--- src/rtl/core/lsd_pkg.sv ---
package lsd_pkg;

    // History window and match geometry
    localparam int RING_DEPTH  = 4096;
    localparam int AW          = $clog2(RING_DEPTH);
    localparam int FILL_W      = AW + 1;
    localparam int MATCH_LIMIT = 18;
    localparam int MIN_MATCH   = MATCH_LIMIT - 15;
    localparam int START_POS   = RING_DEPTH - MATCH_LIMIT;
    localparam int LEN_W       = $clog2(MATCH_LIMIT + 1);

    // Byte counter and capacity register
    localparam int          CNT_W     = 25;
    localparam logic [24:0] CAP_RESET = 25'd16777216;

    // Register map: one 32-bit register per word
    localparam int         PADDR_W          = 3;
    localparam logic [0:0] REG_IDX_CAPACITY = 1'b0;

    // Command kinds passed from the parser to the copy engine
    typedef enum logic [1:0] {
        CMD_LIT  = 2'd0,
        CMD_COPY = 2'd1,
        CMD_END  = 2'd2
    } cmd_kind_t;

    typedef struct packed {
        cmd_kind_t  kind;
        logic [7:0] b0;     // literal byte, or low position byte
        logic [7:0] b1;     // high position nibble and length nibble
        logic       last;   // final command of the stream
    } cmd_t;

    typedef struct packed {
        logic [CNT_W-1:0] byte_count;
        logic             stream_done;
        logic             overflow;
        logic             run_last;
        logic             data_valid;
        logic [7:0]       data_byte;
    } res_t;

endpackage

--- src/rtl/core/lsd_cmd_fifo.sv ---
module lsd_cmd_fifo (
    input  logic          clk,
    input  logic          rst_n,
    input  logic          push,
    input  lsd_pkg::cmd_t din,
    output logic          full,
    input  logic          pop,
    output lsd_pkg::cmd_t dout,
    output logic          empty
);
    import lsd_pkg::*;

    cmd_t       entry_reg [2];
    logic       wr_ptr_reg, wr_ptr_next;
    logic       rd_ptr_reg, rd_ptr_next;
    logic [1:0] cnt_reg, cnt_next;
    logic       do_push, do_pop;

    assign full    = cnt_reg[1];
    assign empty   = (cnt_reg == 2'd0);
    assign dout    = entry_reg[rd_ptr_reg];
    assign do_push = push && !full;
    assign do_pop  = pop && !empty;

    // Pointer and occupancy update
    always_comb
    begin
        wr_ptr_next = do_push ? ~wr_ptr_reg : wr_ptr_reg;
        rd_ptr_next = do_pop ? ~rd_ptr_reg : rd_ptr_reg;
        cnt_next    = cnt_reg;
        if (do_push && !do_pop)
        begin
            cnt_next = cnt_reg + 2'd1;
        end
        else if (do_pop && !do_push)
        begin
            cnt_next = cnt_reg - 2'd1;
        end
    end

    always_ff @(posedge clk or negedge rst_n)
    begin
        if (!rst_n)
        begin
            wr_ptr_reg <= 1'b0;
            rd_ptr_reg <= 1'b0;
            cnt_reg    <= 2'd0;
        end
        else
        begin
            wr_ptr_reg <= wr_ptr_next;
            rd_ptr_reg <= rd_ptr_next;
            cnt_reg    <= cnt_next;
        end
    end

    // Entry storage
    always_ff @(posedge clk)
    begin
        if (do_push)
        begin
            entry_reg[wr_ptr_reg] <= din;
        end
    end

endmodule

--- config.mk ---
export PLATFORM = sky130hd
export DESIGN_NAME = lsd_cmd_fifo
export DESIGN_NICKNAME = d
export VERILOG_FILES = /design/src/rtl/core/lsd_pkg.sv /design/src/rtl/core/lsd_cmd_fifo.sv
export SDC_FILE = /design/constraint.sdc
export NUM_CORES = 1
export LEC_CHECK = 0
export BUFFER_PORTS_ARGS = -buffer_cell sky130_fd_sc_hd__buf_2
export CORE_UTILIZATION = 45
export DETAILED_ROUTE_END_ITERATION = 6
export GPL_ROUTABILITY_DRIVEN = 0
export PLACE_DENSITY = 0.73
export SYNTH_ARGS = -nofsm -noshare
export SYNTH_HDL_FRONTEND = slang
export SYNTH_SLANG_ARGS = --single-unit
--- constraint.sdc ---
create_clock -name clk -period 2.14 [get_ports clk]
set_clock_uncertainty 0.2 [all_clocks]
set_input_delay 0.428 -clock clk [delete_from_list [all_inputs] [get_ports clk]]
set_output_delay 0.428 -clock clk [all_outputs]
set_load 0.01 [all_outputs]
# ---- Yosys cells after proc, flatten, opt, wreduce, memory -nomap -nowiden
# Memory sizes are Yosys's and may differ from the RTL's.
# Index checks and enable logic that the tools add are counted.
dict set report totals {
  inputBits 23
  rom_bits 0
  ram_bits 38
  n_memories 1
  latch_bits 0
  ff_bits 4
}
# name depth width read_ports rd_clocked_by_memory_dff wr line
set mem_list {}
lappend mem_list {entry_reg 2 19 1 0 1 lsd_cmd_fifo.sv:13} ;# cmd_t entry_reg [2];
dict set report classes {
  n_mux 4
  multipliers 0
  magnitude_cmp 0
  add_sub_neg 2
  div_mod_pow 0
  bitwise 2
  eq_ne 0
  shift 0
  reduce_logical 10
}
# cell count
set ops {}
lappend ops {{1-bit logical AND} 4}
lappend ops {{1-bit zero test} 4}
lappend ops {{2-bit 2-to-1 mux} 2}
lappend ops {{2-bit by 1-bit adder with 2-bit output (second input constant)} 1}
lappend ops {{2-bit zero test} 1}
lappend ops {{1-bit 2-to-1 mux} 2}
lappend ops {{1-bit inverter} 2}
lappend ops {{2-bit nonzero test} 1}
lappend ops {{2-bit by 1-bit subtractor with 2-bit output (second input constant)} 1}

# ---- Depth between registers and ports, before layout
# Gate-level depths: netlist (run 1).
dict set report logic_depth {
  depth_word 6
  ltp_mapped 6
}

# ---- Worst setup path before layout (run 1)
# OpenSTA, ideal clock, no wires.
dict set report synth_timing {
  path_kind {register -> register}
  from {register cnt_reg[1]}
  to {memory entry_reg[0][0] (netlist name) (enable)}
  path_buffers 0
  arrival_time_ns 1.469
  setup_ns 0.395
  setup_slack_ns 0.076
  required_ns 1.545
  period_less_slack_ns 2.064
  path_stages_with_launch 3
  cell_sequence {dfrtp_1 > nand2b_1 > nor2_1}
}
dict set report synth_via {
  elab_chain_cells 4
}
# element line
set synth_rtl {}
lappend synth_rtl {{from (decl)} lsd_cmd_fifo.sv:16} ;# logic [1:0] cnt_reg, cnt_next;
lappend synth_rtl {{from (signal assigned)} lsd_cmd_fifo.sv:53} ;# cnt_reg <= cnt_next;
lappend synth_rtl {{1-bit zero test} lsd_cmd_fifo.sv:22} ;# assign do_push = push && !full;
lappend synth_rtl {{1-bit logical AND} lsd_cmd_fifo.sv:22}
lappend synth_rtl {{1-bit 2-to-1 mux} lsd_cmd_fifo.sv:60} ;# if (do_push)
lappend synth_rtl {{1-bit 2-to-1 mux (not written as such)} lsd_cmd_fifo.sv:62} ;# entry_reg[wr_ptr_reg] <= din;
lappend synth_rtl {{to (decl)} lsd_cmd_fifo.sv:13}
# No other way between the ends.

==> results of run 1 <==
cells by family (layout without fill, tap and decap cells):
kind of cell / after synthesis / in the layout
multiplexers: 19 / 19
AND/OR/NAND/NOR: 5 / 5
flip-flops: 42 / 42
AO/OA/AOI/OAI: 1 / 1
buffers and inverters: 3 / 59
XOR/XNOR: 5 / 5
adder cells (fa/ha/maj): 1 / 1
per-layer routing:
layer,GRT usage,wire [um],part of all wire,vias to the layer above
met1,0.174,1030,0.44,388
met5,0,0,0,-
met3,0.0533,188,0.080,4
met4,0.0779,29,0.012,0
met2,0.221,1100,0.47,35
li1,-,-,-,400
power groups by stage:
| stage | sequential [mW] | combinational [mW] | clock, mW |
|---|---|---|---|
| after floorplan | 1.17 | 0.526 | 0 |
| after global placement | 1.16 | 0.785 | 0 |
| after detailed placement | 1.18 | 0.798 | 0 |
| after CTS | 1.16 | 0.804 | 0.383 |
| after global routing | 1.18 | 0.874 | 0.413 |
| final | 1.16 | 0.788 | 0.369 |
critical path: cells and delay by family (launching register included):
family                 cells  cell delay (ns)
DFF                        1             0.37
muxes                      1             0.37
buffers and inverters      2             0.35
cell usage in the layout (no fill, tap or decap):
master / n
nand2b_1: 1
xnor2_1: 3
clkbuf_1: 1
xor2_1: 2
inv_1: 1
nor2_2: 1
o21ai_1: 1
mux2_2: 19
ha_1: 1
nor2_1: 2
buf_4: 6
clkinv_4: 1
dfrtp_1: 4
clkbuf_4: 5
edfxtp_1: 38
and2_1: 1
buf_2: 43
dlygate4sd3_1: 1
clkinv_2: 1
repair_timing:
action                                 4_1_cts  5_1_grt
endpoints found under the hold margin        4        0
gates resized for setup                      0        0
hold buffers                                 1        0
stage by stage:
step	instances	util
CTS	178	0.578
floorplan	76	-
detailed placement	169	0.559
global route	178	0.578
finish	178	0.578
global placement	169	0.559
area by class of cell:
cell class	instances	area, um^2
fillers	277	1410
multi-input cells	31	302
clock inverters	2	13.8
flip-flops and latches	42	1240
inverters	1	3.75
well taps	46	57.6
repair buffers	50	270
clock buffers	6	41.3
worst max path at each step:
stage                     startpoint              end  slack [ns]  depth (start not counted)
after floorplan           cnt_reg[1]  entry_reg[0][0]        0.08                          2
after global placement    rd_ptr_reg         dout[17]        0.49                          3
after detailed placement  rd_ptr_reg         dout[17]        0.48                          3
after CTS                 rd_ptr_reg         dout[17]        0.08                          3
after global routing      rd_ptr_reg         dout[13]        0.06                          3
final                     rd_ptr_reg         dout[17]         0.1                          3
==> metrics.yaml, run 1 <==
status: "finished, final reports clean"
insertion_delay_ns: 0.34
critPathRequiredTime_ns: 1.51
synthTopCellsByArea: "edfxtp_1, mux2_2, dfrtp_1, xnor2_1, buf_6"
slowest_delay_ns: 0.37
timing.rr.end: "entry_reg[1][16]"
vias: 827
clockBufferDepth: 2
drc_errors: 0
tightest_slew_ns: 0.205
die_h_um: 61
die_x_um: 61
hold_slack_ns: 0.0649
dpl.hpwl_mm: 1.65
avgSynthCellArea_um2: 20.6
maxSlewViolCount: 0
yosysUniqueCellTypes: 12
switching_power_mw: 0.695
finalHoldViolCount: 0
drive_gt1_frac: 0.576
leakagePower_nw: 0.752
p_comb_frac: 0.341
r2r_slack_ns: 0.54
placed_area_mm2: 0.00186
yosys_warnings: 0
p_seq_frac: 0.500
stdcell_area_mm2: 0.00193
arrival_ns: 1.42
grt_pass1_wl_mm: 3.55
clkTransAtPathRegs_ns: 0.11
timing.setup.tns_ns: 0
synth-seq-cells: 42
ys_top_cells_by_count: "edfxtp_1, mux2_2, dfrtp_1"
cts_sinks: 42
synthSimpleGateAreaFrac: 0.0152
drv_cap: 0
fmax_mhz: 489
numPortBuffers: 43
relSlewSlack: 0.862
slowest_stage: "dfrtp_1"
io_pins: 44
holdPathStages: 1
synthAdderAreaFrac: 0.00799
synth.cell_area_mm2: 0.00157
tritoncts.num_buffers: 5
antenna_found_initial: 0
syn2layout_area_growth_pct: 23.2
synth_top_cell_area_share: 0.728
start_util: 0.469
pwr_density_cell_mw_per_mm2: 1200
syn_nets: 100
synth_ff_type: "edfxtp_1"
period_minus_slack_ns: 2.04
intPower_mw: 1.62
min_to: "entry_reg[0][10]"
worstPathMaxFanout: 12
synth_compound_area_frac: 0.00319
wirelength_mm: 2.34
synthXorXnorAreaFrac: 0.0280
clock-root-buffer: "clkbuf_4"
core-area_mm2: 0.00334
vias_per_cell: 4.65
p_sw_frac: 0.300
clkPwrFrac: 0.159
ys_seq_area_frac: 0.792
cts_tree: "done"
ant_nets: 0
overflow: 0
pre_cts_ws_ns: 0.475
nNetsFinal: 155
synth_top_family_by_area: "multiplexers"
largest_reg_flops: 38
synth_mux_area_frac: 0.137
drt_iter0_markers: 14
holdCritPathClass: "input pin to flip-flop"
hp-start: "din[10]"
post_cts_buffers: 0
synthArstFlopShare: 0.0952
setup_ws_ns: 0.0961
period_share: 0.955
wire_per_inst_um: 13.2
yosys.area.top_type: "edfxtp_1"
synthMostInstantiatedCell: "edfxtp_1"
synthCells: 76
die-area_mm2: 0.00372
path_cells: "buf_4, mux2_2, buf_2"
r2r_start: "cnt_reg[1]"
reg2reg_depth: 4
htree_levels: 2
synth-edff-count: 38
setup_viol: 0
vdd_drop_max_v: 0.000675
cp-end-kind: "output port"
grt_pass1_vias: 786
cp-start-kind: "flip-flop"
path_class: "flip-flop to output port"
grt_setup_unrepaired: "false"
diodes: 0
drt_pass1_iterations: 4
grt_max_degree: 14
rows: 21
p_total_mw: 2.31
groute.usage.overall: 0.143
(Power assumes the default switching activity.)
==> run 2, diff against run 1 <==
--- a/config.mk
+++ b/config.mk
@@ -5,11 +5,12 @@
 export SDC_FILE = /design/constraint.sdc
 export NUM_CORES = 1
 export LEC_CHECK = 0
+export ABC_AREA = 1
 export BUFFER_PORTS_ARGS = -buffer_cell sky130_fd_sc_hd__buf_2
-export CORE_UTILIZATION = 45
+export CORE_UTILIZATION = 46
 export DETAILED_ROUTE_END_ITERATION = 6
 export GPL_ROUTABILITY_DRIVEN = 0
-export PLACE_DENSITY = 0.73
+export PLACE_DENSITY = 0.74
 export SYNTH_ARGS = -nofsm -noshare
 export SYNTH_HDL_FRONTEND = slang
 export SYNTH_SLANG_ARGS = --single-unit
==> run 2 against run 1 <==
  * Cell count increased by 26%
  * Setup slack improved by 0.10 ns
  * Design area increased by 1.6%
  * Largest cell class unchanged
  * Highest routed layer unchanged
==> metrics.yaml, run 2 <==
clkPwrFrac: 0.157
layout_commonest_cell: "nand2_1"
ys_seq_area_frac: 0.767
core-area_mm2: 0.00336
ant_nets: 0
groute.usage.overall: 0.158
timing.setup.tns_ns: 0
start_util: 0.481
critPathRequiredTime_ns: 1.51
ys_top_cells_by_count: "nand2_1, edfxtp_1, inv_1"
setup_viol: 0
clock-root-buffer: "clkbuf_4"
cp-start-kind: "flip-flop"
finalHoldViolCount: 0
rows: 21
dpl.hpwl_mm: 1.80
post-route-util: 0.583
arrival_ns: 1.31
drc_errors: 0
period_minus_slack_ns: 1.94
drv_cap: 0
grt_pass1_wl_mm: 4.05
die-area_mm2: 0.00376
pwr_density_cell_mw_per_mm2: 1250
die_x_um: 61.3
cts_sinks: 42
p_seq_frac: 0.477
vias_per_cell: 4.60
die_h_um: 61.3
synth-seq-cells: 42
diodes: 0
synth_top_cell_area_share: 0.705
grt_pass1_vias: 963
htree_levels: 2
p_comb_frac: 0.367
synth-edff-count: 38
numPortBuffers: 43
syn_nets: 151
drt_iter0_markers: 41
largest_reg_flops: 38
clockBufferDepth: 2
drive_gt1_frac: 0.331
leakagePower_nw: 0.887
worstPathMaxFanout: 20
status: "finished, final reports clean"
switching_power_mw: 0.864
yosysUniqueCellTypes: 16
tightest_slew_ns: 0.365
drt_pass1_iterations: 5
vias: 1030
fmax_mhz: 515
tritoncts.num_buffers: 5
overflow: 0
holdBufCountCts: 1
intPower_mw: 1.59
ctsResizeCount: 0
post_cts_buffers: 0
antenna_found_initial: 0
nFillCells: 302
vdd_drop_max_v: 0.000600
insertion_delay_ns: 0.33
io_pins: 44
clkTransAtPathRegs_ns: 0.11
period_share: 0.907
synthCells: 127
wirelength_mm: 2.69
relSlewSlack: 0.756
wire_per_inst_um: 12.0
cts_tree: "done"
synthArstFlopShare: 0.0952
synth_ff_type: "edfxtp_1"
nNetsFinal: 201
path_class: "flip-flop to output port"
yosys_warnings: 0
cp-end-kind: "output port"
synthTopCellsByArea: "edfxtp_1, nand2_1, dfrtp_1, buf_4, inv_1"
grt_setup_unrepaired: "false"
p_sw_frac: 0.352
holdCritPathClass: "input pin to flip-flop"
grt_max_degree: 21
avgSynthCellArea_um2: 12.7
yosys.area.top_type: "edfxtp_1"
syn2layout_area_growth_pct: 21.2
maxSlewViolCount: 0
synthMostInstantiatedCell: "nand2_1"
layout_common_cells: "nand2_1, buf_2, edfxtp_1"
synth.cell_area_mm2: 0.00162
run 2: logic make-up after synthesis:
group                      count (synthesis)  share of synthesized area
and+or+nand+nor                           70                      0.178
AOI/OAI and AO/OA                          1                    0.00309
DFF                                       42                      0.767
buffers and inverters                     11                     0.0332
adders and majority gates                  1                    0.00773
xor gates and xnor gates                   2                     0.0108
run 2: layout make-up:
| type | instances | area, um^2 | share of cell area |
|---|---|---|---|
| Tap cell | 46 | 57.6 | 0.0294 |
| Multi-Input combinational cell | 74 | 328 | 0.167 |
| Clock inverter | 1 | 5.00 | 0.00255 |
| Clock buffer | 7 | 55.1 | 0.0281 |
| Sequential cell | 42 | 1240 | 0.633 |
| Inverter | 7 | 26.3 | 0.0134 |
| Timing Repair Buffer | 47 | 248 | 0.126 |
run 2: worst paths after layout:
path	endpoint	cells past startpoint	slack, ns	from
setup / recovery	dout[5]	4	0.20	rd_ptr_reg
min in group asynchronous	rd_ptr_reg	2	0.21	rst_n
hold / removal	entry_reg[0][10]	1	0.08	din[10]
hold reg to reg	cnt_reg[0]	1	0.37	cnt_reg[0]
max in group asynchronous	wr_ptr_reg	2	1.41	rst_n
setup reg to reg	cnt_reg[1]	8	0.52	cnt_reg[1]
run 2: critical path, stage by stage, from the launching register on:
cell     delay, ns
dfrtp_1       0.40
inv_2         0.29
nand2_1       0.09
nand2_1       0.08
buf_2         0.12
run 2: stage by stage:
step                total power, mW  setup WS (ns)  hold slack [ns]  area, um^2  std cells
floorplan                      1.77          0.124          -0.0676        1620        127
global placement               2.05          0.580           0.0364        1890        215
detailed placement             2.10          0.486           0.0392        1890        215
CTS                            2.48          0.162           0.0621        1960        224
global route                   2.64         0.0533           0.0532        1960        224
finish                         2.45          0.200           0.0780        1960        224
run 2: power groups by stage:
stage | Clock (mW) | Sequential (mW) | Combinational (mW)
5_1_grt | 0.424 | 1.19 | 1.03
2_1_floorplan | 0 | 1.18 | 0.585
6_report | 0.384 | 1.17 | 0.900
4_1_cts | 0.399 | 1.17 | 0.913
3_3_place_gp | 0 | 1.18 | 0.875
3_5_place_dp | 0 | 1.19 | 0.909
run 2: routing by layer:
metal / share of wire / routed length [um] / GRT usage / vias up
li1: - / - / - / 518
met1: 0.40 / 1080 / 0.165 / 473
met2: 0.52 / 1410 / 0.286 / 36
met3: 0.062 / 166 / 0.0504 / 3
met4: 0.012 / 32 / 0.0779 / 0
met5: 0 / 0 / 0 / -
