File: src/rtl/core/lsd_pkg.sv
package lsd_pkg;

    // History window and match geometry
    localparam int RING_DEPTH  = 4096;
    localparam int AW          = $clog2(RING_DEPTH);
    localparam int FILL_W      = AW + 1;
    localparam int MATCH_LIMIT = 18;
    localparam int MIN_MATCH   = MATCH_LIMIT - 15;
    localparam int START_POS   = RING_DEPTH - MATCH_LIMIT;
    localparam int LEN_W       = $clog2(MATCH_LIMIT + 1);

    // Byte counter and capacity register
    localparam int          CNT_W     = 25;
    localparam logic [24:0] CAP_RESET = 25'd16777216;

    // Register map: one 32-bit register per word
    localparam int         PADDR_W          = 3;
    localparam logic [0:0] REG_IDX_CAPACITY = 1'b0;

    // Command kinds passed from the parser to the copy engine
    typedef enum logic [1:0] {
        CMD_LIT  = 2'd0,
        CMD_COPY = 2'd1,
        CMD_END  = 2'd2
    } cmd_kind_t;

    typedef struct packed {
        cmd_kind_t  kind;
        logic [7:0] b0;     // literal byte, or low position byte
        logic [7:0] b1;     // high position nibble and length nibble
        logic       last;   // final command of the stream
    } cmd_t;

    typedef struct packed {
        logic [CNT_W-1:0] byte_count;
        logic             stream_done;
        logic             overflow;
        logic             run_last;
        logic             data_valid;
        logic [7:0]       data_byte;
    } res_t;

endpackage

File: src/rtl/core/lsd_front.sv
module lsd_front (
    input  logic          clk,
    input  logic          rst_n,
    input  logic          in_valid,
    output logic          in_ready,
    input  logic [7:0]    in_byte,
    input  logic          in_last,
    input  logic          q_full,
    output logic          push,
    output lsd_pkg::cmd_t cmd
);
    import lsd_pkg::*;

    typedef enum logic [2:0] {
        PH_FLAG = 3'b001,
        PH_UNIT = 3'b010,
        PH_REF2 = 3'b100
    } phase_t;

    phase_t     phase_reg, phase_next;
    logic [8:0] flag_reg, flag_next;
    logic [7:0] offs_reg, offs_next;
    logic [8:0] flag_shr;
    phase_t     unit_phase;
    logic       acc;

    assign in_ready = !q_full;
    assign acc      = in_valid && in_ready;

    // Remaining flag bits after one unit
    assign flag_shr   = {1'b0, flag_reg[8:1]};
    assign unit_phase = (|flag_shr[8:1]) ? PH_UNIT : PH_FLAG;

    // Token parser
    always_comb
    begin
        phase_next = phase_reg;
        flag_next  = flag_reg;
        offs_next  = offs_reg;
        push       = 1'b0;
        cmd.kind   = CMD_END;
        cmd.b0     = in_byte;
        cmd.b1     = in_byte;
        cmd.last   = in_last;
        if (acc)
        begin
            case (phase_reg)
                PH_UNIT:
                begin
                    if (flag_reg[0])
                    begin
                        push       = 1'b1;
                        cmd.kind   = CMD_LIT;
                        flag_next  = flag_shr;
                        phase_next = unit_phase;
                    end
                    else
                    begin
                        offs_next  = in_byte;
                        phase_next = PH_REF2;
                        push       = in_last;
                    end
                end
                PH_REF2:
                begin
                    push       = 1'b1;
                    cmd.kind   = CMD_COPY;
                    cmd.b0     = offs_reg;
                    flag_next  = flag_shr;
                    phase_next = unit_phase;
                end
                default:
                begin
                    flag_next  = {1'b1, in_byte};
                    phase_next = PH_UNIT;
                    push       = in_last;
                end
            endcase
            // End of stream drops any partial token
            if (in_last)
            begin
                phase_next = PH_FLAG;
                flag_next  = '0;
                offs_next  = '0;
            end
        end
    end

    always_ff @(posedge clk or negedge rst_n)
    begin
        if (!rst_n)
        begin
            phase_reg <= PH_FLAG;
            flag_reg  <= '0;
            offs_reg  <= '0;
        end
        else
        begin
            phase_reg <= phase_next;
            flag_reg  <= flag_next;
            offs_reg  <= offs_next;
        end
    end

endmodule

File: config.mk
export PLATFORM = sky130hd
export DESIGN_NAME = lsd_front
export DESIGN_NICKNAME = d
export VERILOG_FILES = /design/src/rtl/core/lsd_pkg.sv /design/src/rtl/core/lsd_front.sv
export SDC_FILE = /design/constraint.sdc
export NUM_CORES = 1
export LEC_CHECK = 0
export ABC_CLOCK_PERIOD_IN_PS = 8100
export BUFFER_PORTS_ARGS = -buffer_cell sky130_fd_sc_hd__buf_2
export CAP_MARGIN = 20
export CORE_MARGIN = 2
export CORE_UTILIZATION = 55
export DETAILED_ROUTE_END_ITERATION = 12
export PLACE_DENSITY = 0.78
export SYNTH_ARGS = -nofsm -noshare
export SYNTH_HDL_FRONTEND = slang
export SYNTH_SLANG_ARGS = --single-unit
File: constraint.sdc
create_clock -name clk -period 8.1 [get_ports clk]
set_input_delay 2.43 -clock clk [delete_from_list [all_inputs] [get_ports clk]]
set_output_delay 2.43 -clock clk [all_outputs]
set_load 0.02 [all_outputs]
### Word-level counts from Yosys, hierarchy flattened

Cells that the tools add are included.

* register bits: 20
* output and inout bits: 21
* word-level logic and storage cells: 31

* equal/unequal tests: 4
* mux-type cells: 17
* reduce and logical (&&, ||, !) cells: 6

Operators with widths (number)
* two-way mux 8 bit: 4
* two-way mux 9 bit: 2
* one-hot mux 9 bit (2 select lines): 1
* two-way mux 10 bit: 1
* OR reduction 7 bit: 1
* two-way mux 3 bit: 2
* one-hot mux 3 bit (2 select lines): 1
* two-way mux 2 bit: 2
* one-hot mux 2 bit (2 select lines): 1
* equality test 3 x 2 -> 1 bit, second input constant: 1
* equality test 3 bit, second input constant: 1
* inequality test 3 bit, second input constant: 1
* AND reduction 3 bit: 1
* two-way mux 1 bit: 2
* inequality test 2 bit, second input constant: 1
* one-hot mux 1 bit (2 select lines): 1
* AND reduction 2 bit: 1
* nonzero test 2 bit: 1
* logical AND 1 bit: 1
* logical NOT 1 bit: 1

### Depth between registers and ports, before layout

Gate-level depths: netlist of run 1.

* depth in word-level cells: 5
* depth in mapped cells: 6

### Worst setup path before layout of run 1

OpenSTA, ideal clock, no wires.

* kind: input port to output port
* start point: input q_full
* end point: output cmd[10] in the netlist's numbering
* data arrival time: 3589 ps
* path slack: 2081 ps
* stages: 5
* cell sequence: nand2b_1 clkbuf_1 or3_1 buf_6 mux2_4

RTL lines
* start, declared: line lsd_front.sv:8 `input logic q_full,`
* end, declared: line lsd_front.sv:10 `output lsd_pkg::cmd_t cmd`

==> results of run 1 <==
[cells in the final DEF (no fill, tap or decap)]
cell type  count
nand3b_1       2
or2_0          1
and2_4         1
nor2b_1        1
dfrtp_1       19
clkinv_1       1
inv_1          2
a22oi_1        8
mux2_2         4
a22o_1         3
a22o_2         2
nor2_4         1
clkbuf_4       3
a221oi_1       7
mux2_4         8
nor3b_2        1
or4_1          1
or4b_4         1
o21ba_2        1
o21ai_0        1
o31ai_1        5
nand2b_1       5
dfstp_2        1
a21oi_1        7
or3_1          1
nor3b_1        1
nor4_1         1
o21ai_1        9
clkbuf_8       1
nand2_1       17
a221o_2        1
nor2_1         8
buf_2         33
mux2i_1        3
a221o_1        1
o21ai_4        1
[area by class of cell]
| class | instances | area, um^2 |
|---|---|---|
| fillers | 224 | 943.4 |
| multi-input cells | 103 | 759.5 |
| flip-flops and latches | 20 | 501.7 |
| repair buffers | 33 | 165.2 |
| well taps | 30 | 37.54 |
| clock buffers | 4 | 36.28 |
| inverters | 3 | 11.26 |
[path summary, 6_finish.rpt]
check / start / to / cells past startpoint
worst max-delay path: q_full / cmd[16] / 5
worst min-delay path: offs_reg[0]$_DFFE_PN0P_ / offs_reg[0]$_DFFE_PN0P_ / 2
worst max register to register: phase_reg[1]$_DFFE_PN0P_ / flag_reg[1]$_DFFE_PN0P_ / 3
worst min register to register: offs_reg[0]$_DFFE_PN0P_ / offs_reg[0]$_DFFE_PN0P_ / 2
max in group asynchronous: rst_n / phase_reg[0]$_DFFE_PN1P_ / 1
min in group asynchronous: rst_n / offs_reg[0]$_DFFE_PN0P_ / 1
[through the flow]
step,cell area (um^2),instances,hold WS (ps)
after floorplan,1416,145,477.9
after global placement,1475,189,491.2
after detailed placement,1475,189,509.3
after CTS,1511,193,536.5
after global routing,1511,193,561.1
final,1511,193,530.3
[worst register-to-register path, cell delays in order (launching register included)]
cell     delay [ps]
dfrtp_1         630
or4b_4          660
and2_4          200
a221o_1         280
[power breakdown]
part           leakage [nW]  total [mW]  internal (mW)  switching [mW]
combinational         0.460      0.0845         0.0396          0.0450
sequential            0.243       0.143          0.121          0.0226
clock                0.0210      0.0611         0.0275          0.0336
total                 0.724       0.289          0.188           0.101
[kinds of logic (layout without fill, tap and decap cells)]
group / count (synthesis) / after routing / synth area share
AOI/OAI and AO/OA: 46 / 46 / 0.2385
buffers and inverters: 22 / 40 / 0.1095
DFF: 20 / 20 / 0.3542
muxes: 15 / 15 / 0.1378
and+or+nand+nor: 42 / 42 / 0.1599
[per-layer routing]
layer  vias to the layer above  track usage
met5                         -            0
met4                         0      0.09583
met3                         4      0.04098
met2                        40       0.3571
met1                       568       0.3198
li1                        559            -
==> impl_results.md, run 1 <==
- DRC viols: 0
- Leak Pwr: 0.7239 nW
- Top post-synthesis cells by count: dfrtp_1 (19), nand2_1 (17), buf_4 (9), o21ai_1 (9)
- Async set or reset register ratio after synthesis: 1.000
- Post-CTS setup buffers: 0
- Final nets: between 150 and 200
- Pwr Total: approximately 0.29 mW
- CTS Buf Count: 3
- Final min period: between 6000 and 7000 ps
- N_diodes: 0
- Post-synth cell types: 37
- CP peak stage delay: 730 ps
- Cell row count: 18
- Root Driver: clkbuf_4
- Core ar.: approximately 0.0025 mm^2
- Final core occ: 0.6157
- Reg2Reg Setup Slack: ~6200 ps
- Layout cells sized above 1: 0.3620
- Initial antenna violation count: 0
- Synth area leaders: dfrtp_1 (34%), mux2_4 (8.5%), buf_4 (4.8%)
- Worst path slowest cell: or3_1
- Post-synth EDFFs: 0
- First-pass GRT wire length: roughly 5000 um
- Met2 routed WL: 1423 um
- Largest net degree at the start of global routing: 21
- Synth Instances: about 150
- Post-synth top area share: 0.3357
- Chip width: between 50 and 60 um
- Top FF cell, synth: dfrtp_1
- Clk pin slew, worst setup/hold paths: roughly 120 ps
- Largest register FFs: 9
- Clock Path Buffers: 2
- Crit share post-route: 0.8255
- Critical path data arrival time: ~4300 ps
- Post-DRT Antenna Nets: 0
- Initial Util: 0.5770
- CP startpoint kind: input port
- DR vias/cell: between 6 and 7
- Delay-heaviest family, CP: simple AND/OR/NAND/NOR gates
- GRT Util Overall: 0.2327
- Clk_skew: around 2.4 ps
- Worst hold path type: reg2reg
- Post-DP HPWL: around 2200 um
- # IOs: 34
- Met1 WL: roughly 1400 um
- CTS tree: built
- Vias: roughly 1.2k
- Slew margin rel.: 0.5483
- WP buf/inv: 2
- Setup_tns: 0 ps
- Crit path max fanout: 17
- Area growth syn-to-layout: 6.714%
- Initial DRC count: 31
- Power Density: about 190 mW/mm^2
- Grt total ovfl: 0
- Max_cap viols: 0
- Drt first pass iters: 4
- Post-Route WL: between 3000 and 4000 um
- Cell breakdown of the critical path: buf_2 > nand2b_1 > or3_1 > mux2_4 > buf_2
- CTS H-tree lvls: 1
- Sequential area share after synthesis: 0.3542
- Yosys Warn Count: 0
- Worst Path Required: 5670 ps
- Avg Cell Area, Syn: approximately 9.8 um^2
- Status: completed
- CTS Hold Bufs: 0
- Worst VDD drop: 0.1331 mV
- Yosys reg bits: 20
- Synth area leader: dfrtp_1
- Worst-Margin Slew: slightly below 700 ps
- Fin. Hold Viols: 0
- Top Metal Used: met4
- Worst setup EP type: output pin
- Die area: 0.002997 mm^2
- RSZ-0062 raised after global routing: no
- Count leader, synth: dfrtp_1
- Skew-Pair Late Insertion Delay: around 310 ps
- Most numerous cell on the critical path: buf_2
- Crit path kind: in2out
- Drt wl/cell: roughly 16 um
- Slew Limit Fails: 0
- Final setup vio count: 0
- Vias in the first global route: just over 1k
- DP Worst Slack: between 1000 and 1500 ps
- Setup ws final: between 1000 and 1500 ps
- Maximum clock frequency: about 150 MHz
- Synthesized area: between 0.001 and 0.0015 mm^2
- Resized cells post-CTS: 0
- Port bufs: 33
- Sink Count: 20
- Metal3 WL: roughly 160 um
- Syn nets: 158
- DIE HEIGHT: about 55 um
- Routability cong.: ~0.83
Power figures use the tool's default switching activity.
==> inputs of run 2 (changes only) <==
ABC_CLOCK_PERIOD_IN_PS = 5450   (was 8100)
CORE_UTILIZATION = 48   (was 55)
PLACE_DENSITY = 0.72   (was 0.78)
clock period = 5.45 ns   (was 8.1 ns; I/O delays follow)
==> run 2 against run 1 <==
Net effect: global-route usage decreased by 2.9 points; combinational power increased by 49%; register-to-register slack got worse by 2600 ps; sequential power increased by 48%; sequential cell count unchanged; cell area increased by 0.58%; worst setup slack got worse by 630 ps; sequential share of layout area decreased by 0.19 points; core utilization decreased by 6.9 points; non-clock buffer count increased by 1.
==> impl_results.md, run 2 (same netlist as run 1, synthesis figures left out) <==
- First-pass GRT wire length: 5306 um (was 4954 um)
- Top Usage Layer GRT: met2 (unchanged)
- N_diodes: 0 (unchanged)
- Leak Pwr: 0.7284 nW (was 0.7239 nW)
- Initial Util: 0.5092 (was 0.5770)
- Post-DP HPWL: 2260 um (was 2247 um)
- GRT Util Overall: 0.2034 (was 0.2327)
- Worst-Margin Slew: 534.8 ps (was 677.5 ps)
- DP Worst Slack: 768.9 ps (was 1407 ps)
- Drt first pass iters: 4 (unchanged)
- Fin. Hold Viols: 0 (unchanged)
- Worst Path Required: 3820 ps (was 5670 ps)
- CTS tree: built (unchanged)
- Post-CTS setup buffers: 0 (unchanged)
- Most frequent cells in the layout: buf_2 (33), dfrtp_1 (19), nand2_1 (17), o21ai_1 (9) (unchanged)
- Slew Limit Fails: 0 (unchanged)
- CTS H-tree lvls: 1 (unchanged)
- Area growth syn-to-layout: 7.332% (was 6.714%)
- Largest net degree at the start of global routing: 21 (unchanged)
- Cell row count: 19 (was 18)
- CTS Buf Count: 3 (unchanged)
- DIE HEIGHT: 58.32 um (was 54.75 um)
- Met2 Usage GRT: 0.3371 (was 0.3571)
- Power Density: 282.0 mW/mm^2 (was 191.2 mW/mm^2)
- Worst hold path type: reg2reg (unchanged)
- CTS Hold Bufs: 0 (unchanged)
- Final nets: 178 (was 177)
- Layout cells sized above 1: 0.3659 (was 0.3620)
- Port bufs: 33 (unchanged)
- Reg2Reg Depth: 3 (unchanged)
- Hold Crit Depth: 2 (unchanged)
- Die area: 0.003401 mm^2 (was 0.002997 mm^2)
- Critical Path Start: q_full (unchanged)
- Worst VDD drop: 0.1568 mV (was 0.1331 mV)
- Grt total ovfl: 0 (unchanged)
- Chip width: 58.32 um (was 54.75 um)
- Post-Route WL: 3073 um (was 3047 um)
- CP startpoint kind: input port (unchanged)
- GR Util met1: 0.2729 (was 0.3198)
- Critical path data arrival time: 3040 ps (was 4260 ps)
- Maximum clock frequency: roughly 210 MHz
- Clock Path Buffers: 2 (unchanged)
- Setup ws final: 779.6 ps (was 1414 ps)
- Crit path max fanout: 9 (was 17)
- Root Driver: clkbuf_4 (unchanged)
- Sink Count: 20 (unchanged)
- Worst hold start: offs_reg[3]$_DFFE_PN0P_ (was offs_reg[0]$_DFFE_PN0P_)
- Slew margin rel.: 0.6435 (was 0.5483)
- Met3 Usage GRT: 0.02857 (was 0.04098)
- Worst setup EP type: output pin (unchanged)
- Status: completed (unchanged)
- Final min period: approximately 4700 ps
- Initial antenna violation count: 0 (unchanged)
- Final setup vio count: 0 (unchanged)
- Final hold slack: 535.8 ps (was 530.3 ps)
- DRC viols: 0 (unchanged)
- Crit share post-route: 0.8570
- Setup_tns: 0 ps (unchanged)
- Routability cong.: 0.7762 (was 0.8323)
- Drt wl/cell: 15.76 um (was 15.79 um)
- Launching point of the worst reg2reg path: phase_reg[1]$_DFFE_PN0P_ (unchanged)
- DR vias/cell: 6.072 (was 6.067)
- Most common cell after layout, fill and taps aside: buf_2 (unchanged)
- Initial DRC count: 58 (was 31)
- Resized cells post-CTS: 0 (unchanged)
- Clk_skew: 2.457 ps (was 2.439 ps)
- Post-DRT Antenna Nets: 0 (unchanged)
- Max_cap viols: 0 (unchanged)
- Largest register FFs: 9 (unchanged)
- Skew-Pair Late Insertion Delay: 310 ps (about the same)
- Vias in the first global route: 1092 (was 1034)
- Vias: 1184 (was 1171)
- Clk pin slew, worst setup/hold paths: 110 ps (was 120 ps)
- RSZ-0062 raised after global routing: no (unchanged)
- Core ar.: 0.002781 mm^2 (was 0.002455 mm^2)
- Crit path kind: in2out (unchanged)
- # IOs: 34 (unchanged)
run 2: cell count changes in the layout (fill, tap and decap cells not counted), sizes merged:
cell / previous run / this run
buf: 33 / 34
run 2: area by class of cell:
type / instances / area, um^2
well taps: 31 / 38.79
repair buffers: 34 / 172.7
clock buffers: 4 / 36.28
inverters: 3 / 11.26
multi-input cells: 103 / 759.5
flip-flops and latches: 20 / 501.7
fillers: 259 / 1261
run 2: per-stage QoR:
| stage | total power, mW | cell area (um^2) | util | cells |
|---|---|---|---|---|
| after floorplan | 0.3120 | 1416 | - | 145 |
| after global placement | 0.3349 | 1484 | 0.5335 | 191 |
| after global routing | 0.4577 | 1520 | 0.5466 | 195 |
| after detailed placement | 0.3426 | 1484 | 0.5335 | 191 |
| final | 0.4286 | 1520 | 0.5466 | 195 |
| after CTS | 0.4315 | 1520 | 0.5466 | 195 |
run 2: power breakdown:
part / leakage (nW) / switching, mW / internal [mW]
sequential: 0.243 / 0.0329 / 0.179
combinational: 0.465 / 0.0668 / 0.0594
clock: 0.0210 / 0.0493 / 0.0409
total: 0.728 / 0.149 / 0.280
run 2: final timing paths:
| kind | endpoint | slack [ps] |
|---|---|---|
| max | cmd[15] | 780 |
| min | offs_reg[3]$_DFFE_PN0P_ | 540 |
| max reg2reg | flag_reg[1]$_DFFE_PN0P_ | 3590 |
| min reg2reg | offs_reg[3]$_DFFE_PN0P_ | 540 |
| max in group asynchronous | phase_reg[0]$_DFFE_PN1P_ | 3860 |
| min in group asynchronous | offs_reg[0]$_DFFE_PN0P_ | 1250 |
run 2: worst max-delay path, cell delays in order:
cell      delay (ps)
buf_2            110
nand2b_1         160
or3_1            600
mux2_4           380
buf_2            160
run 2: metal layers:
metal  up-vias  part of all wire
met5         -                 0
met4         0             0.016
met3         5             0.064
met2        41              0.49
met1       574              0.43
li1        564                 -
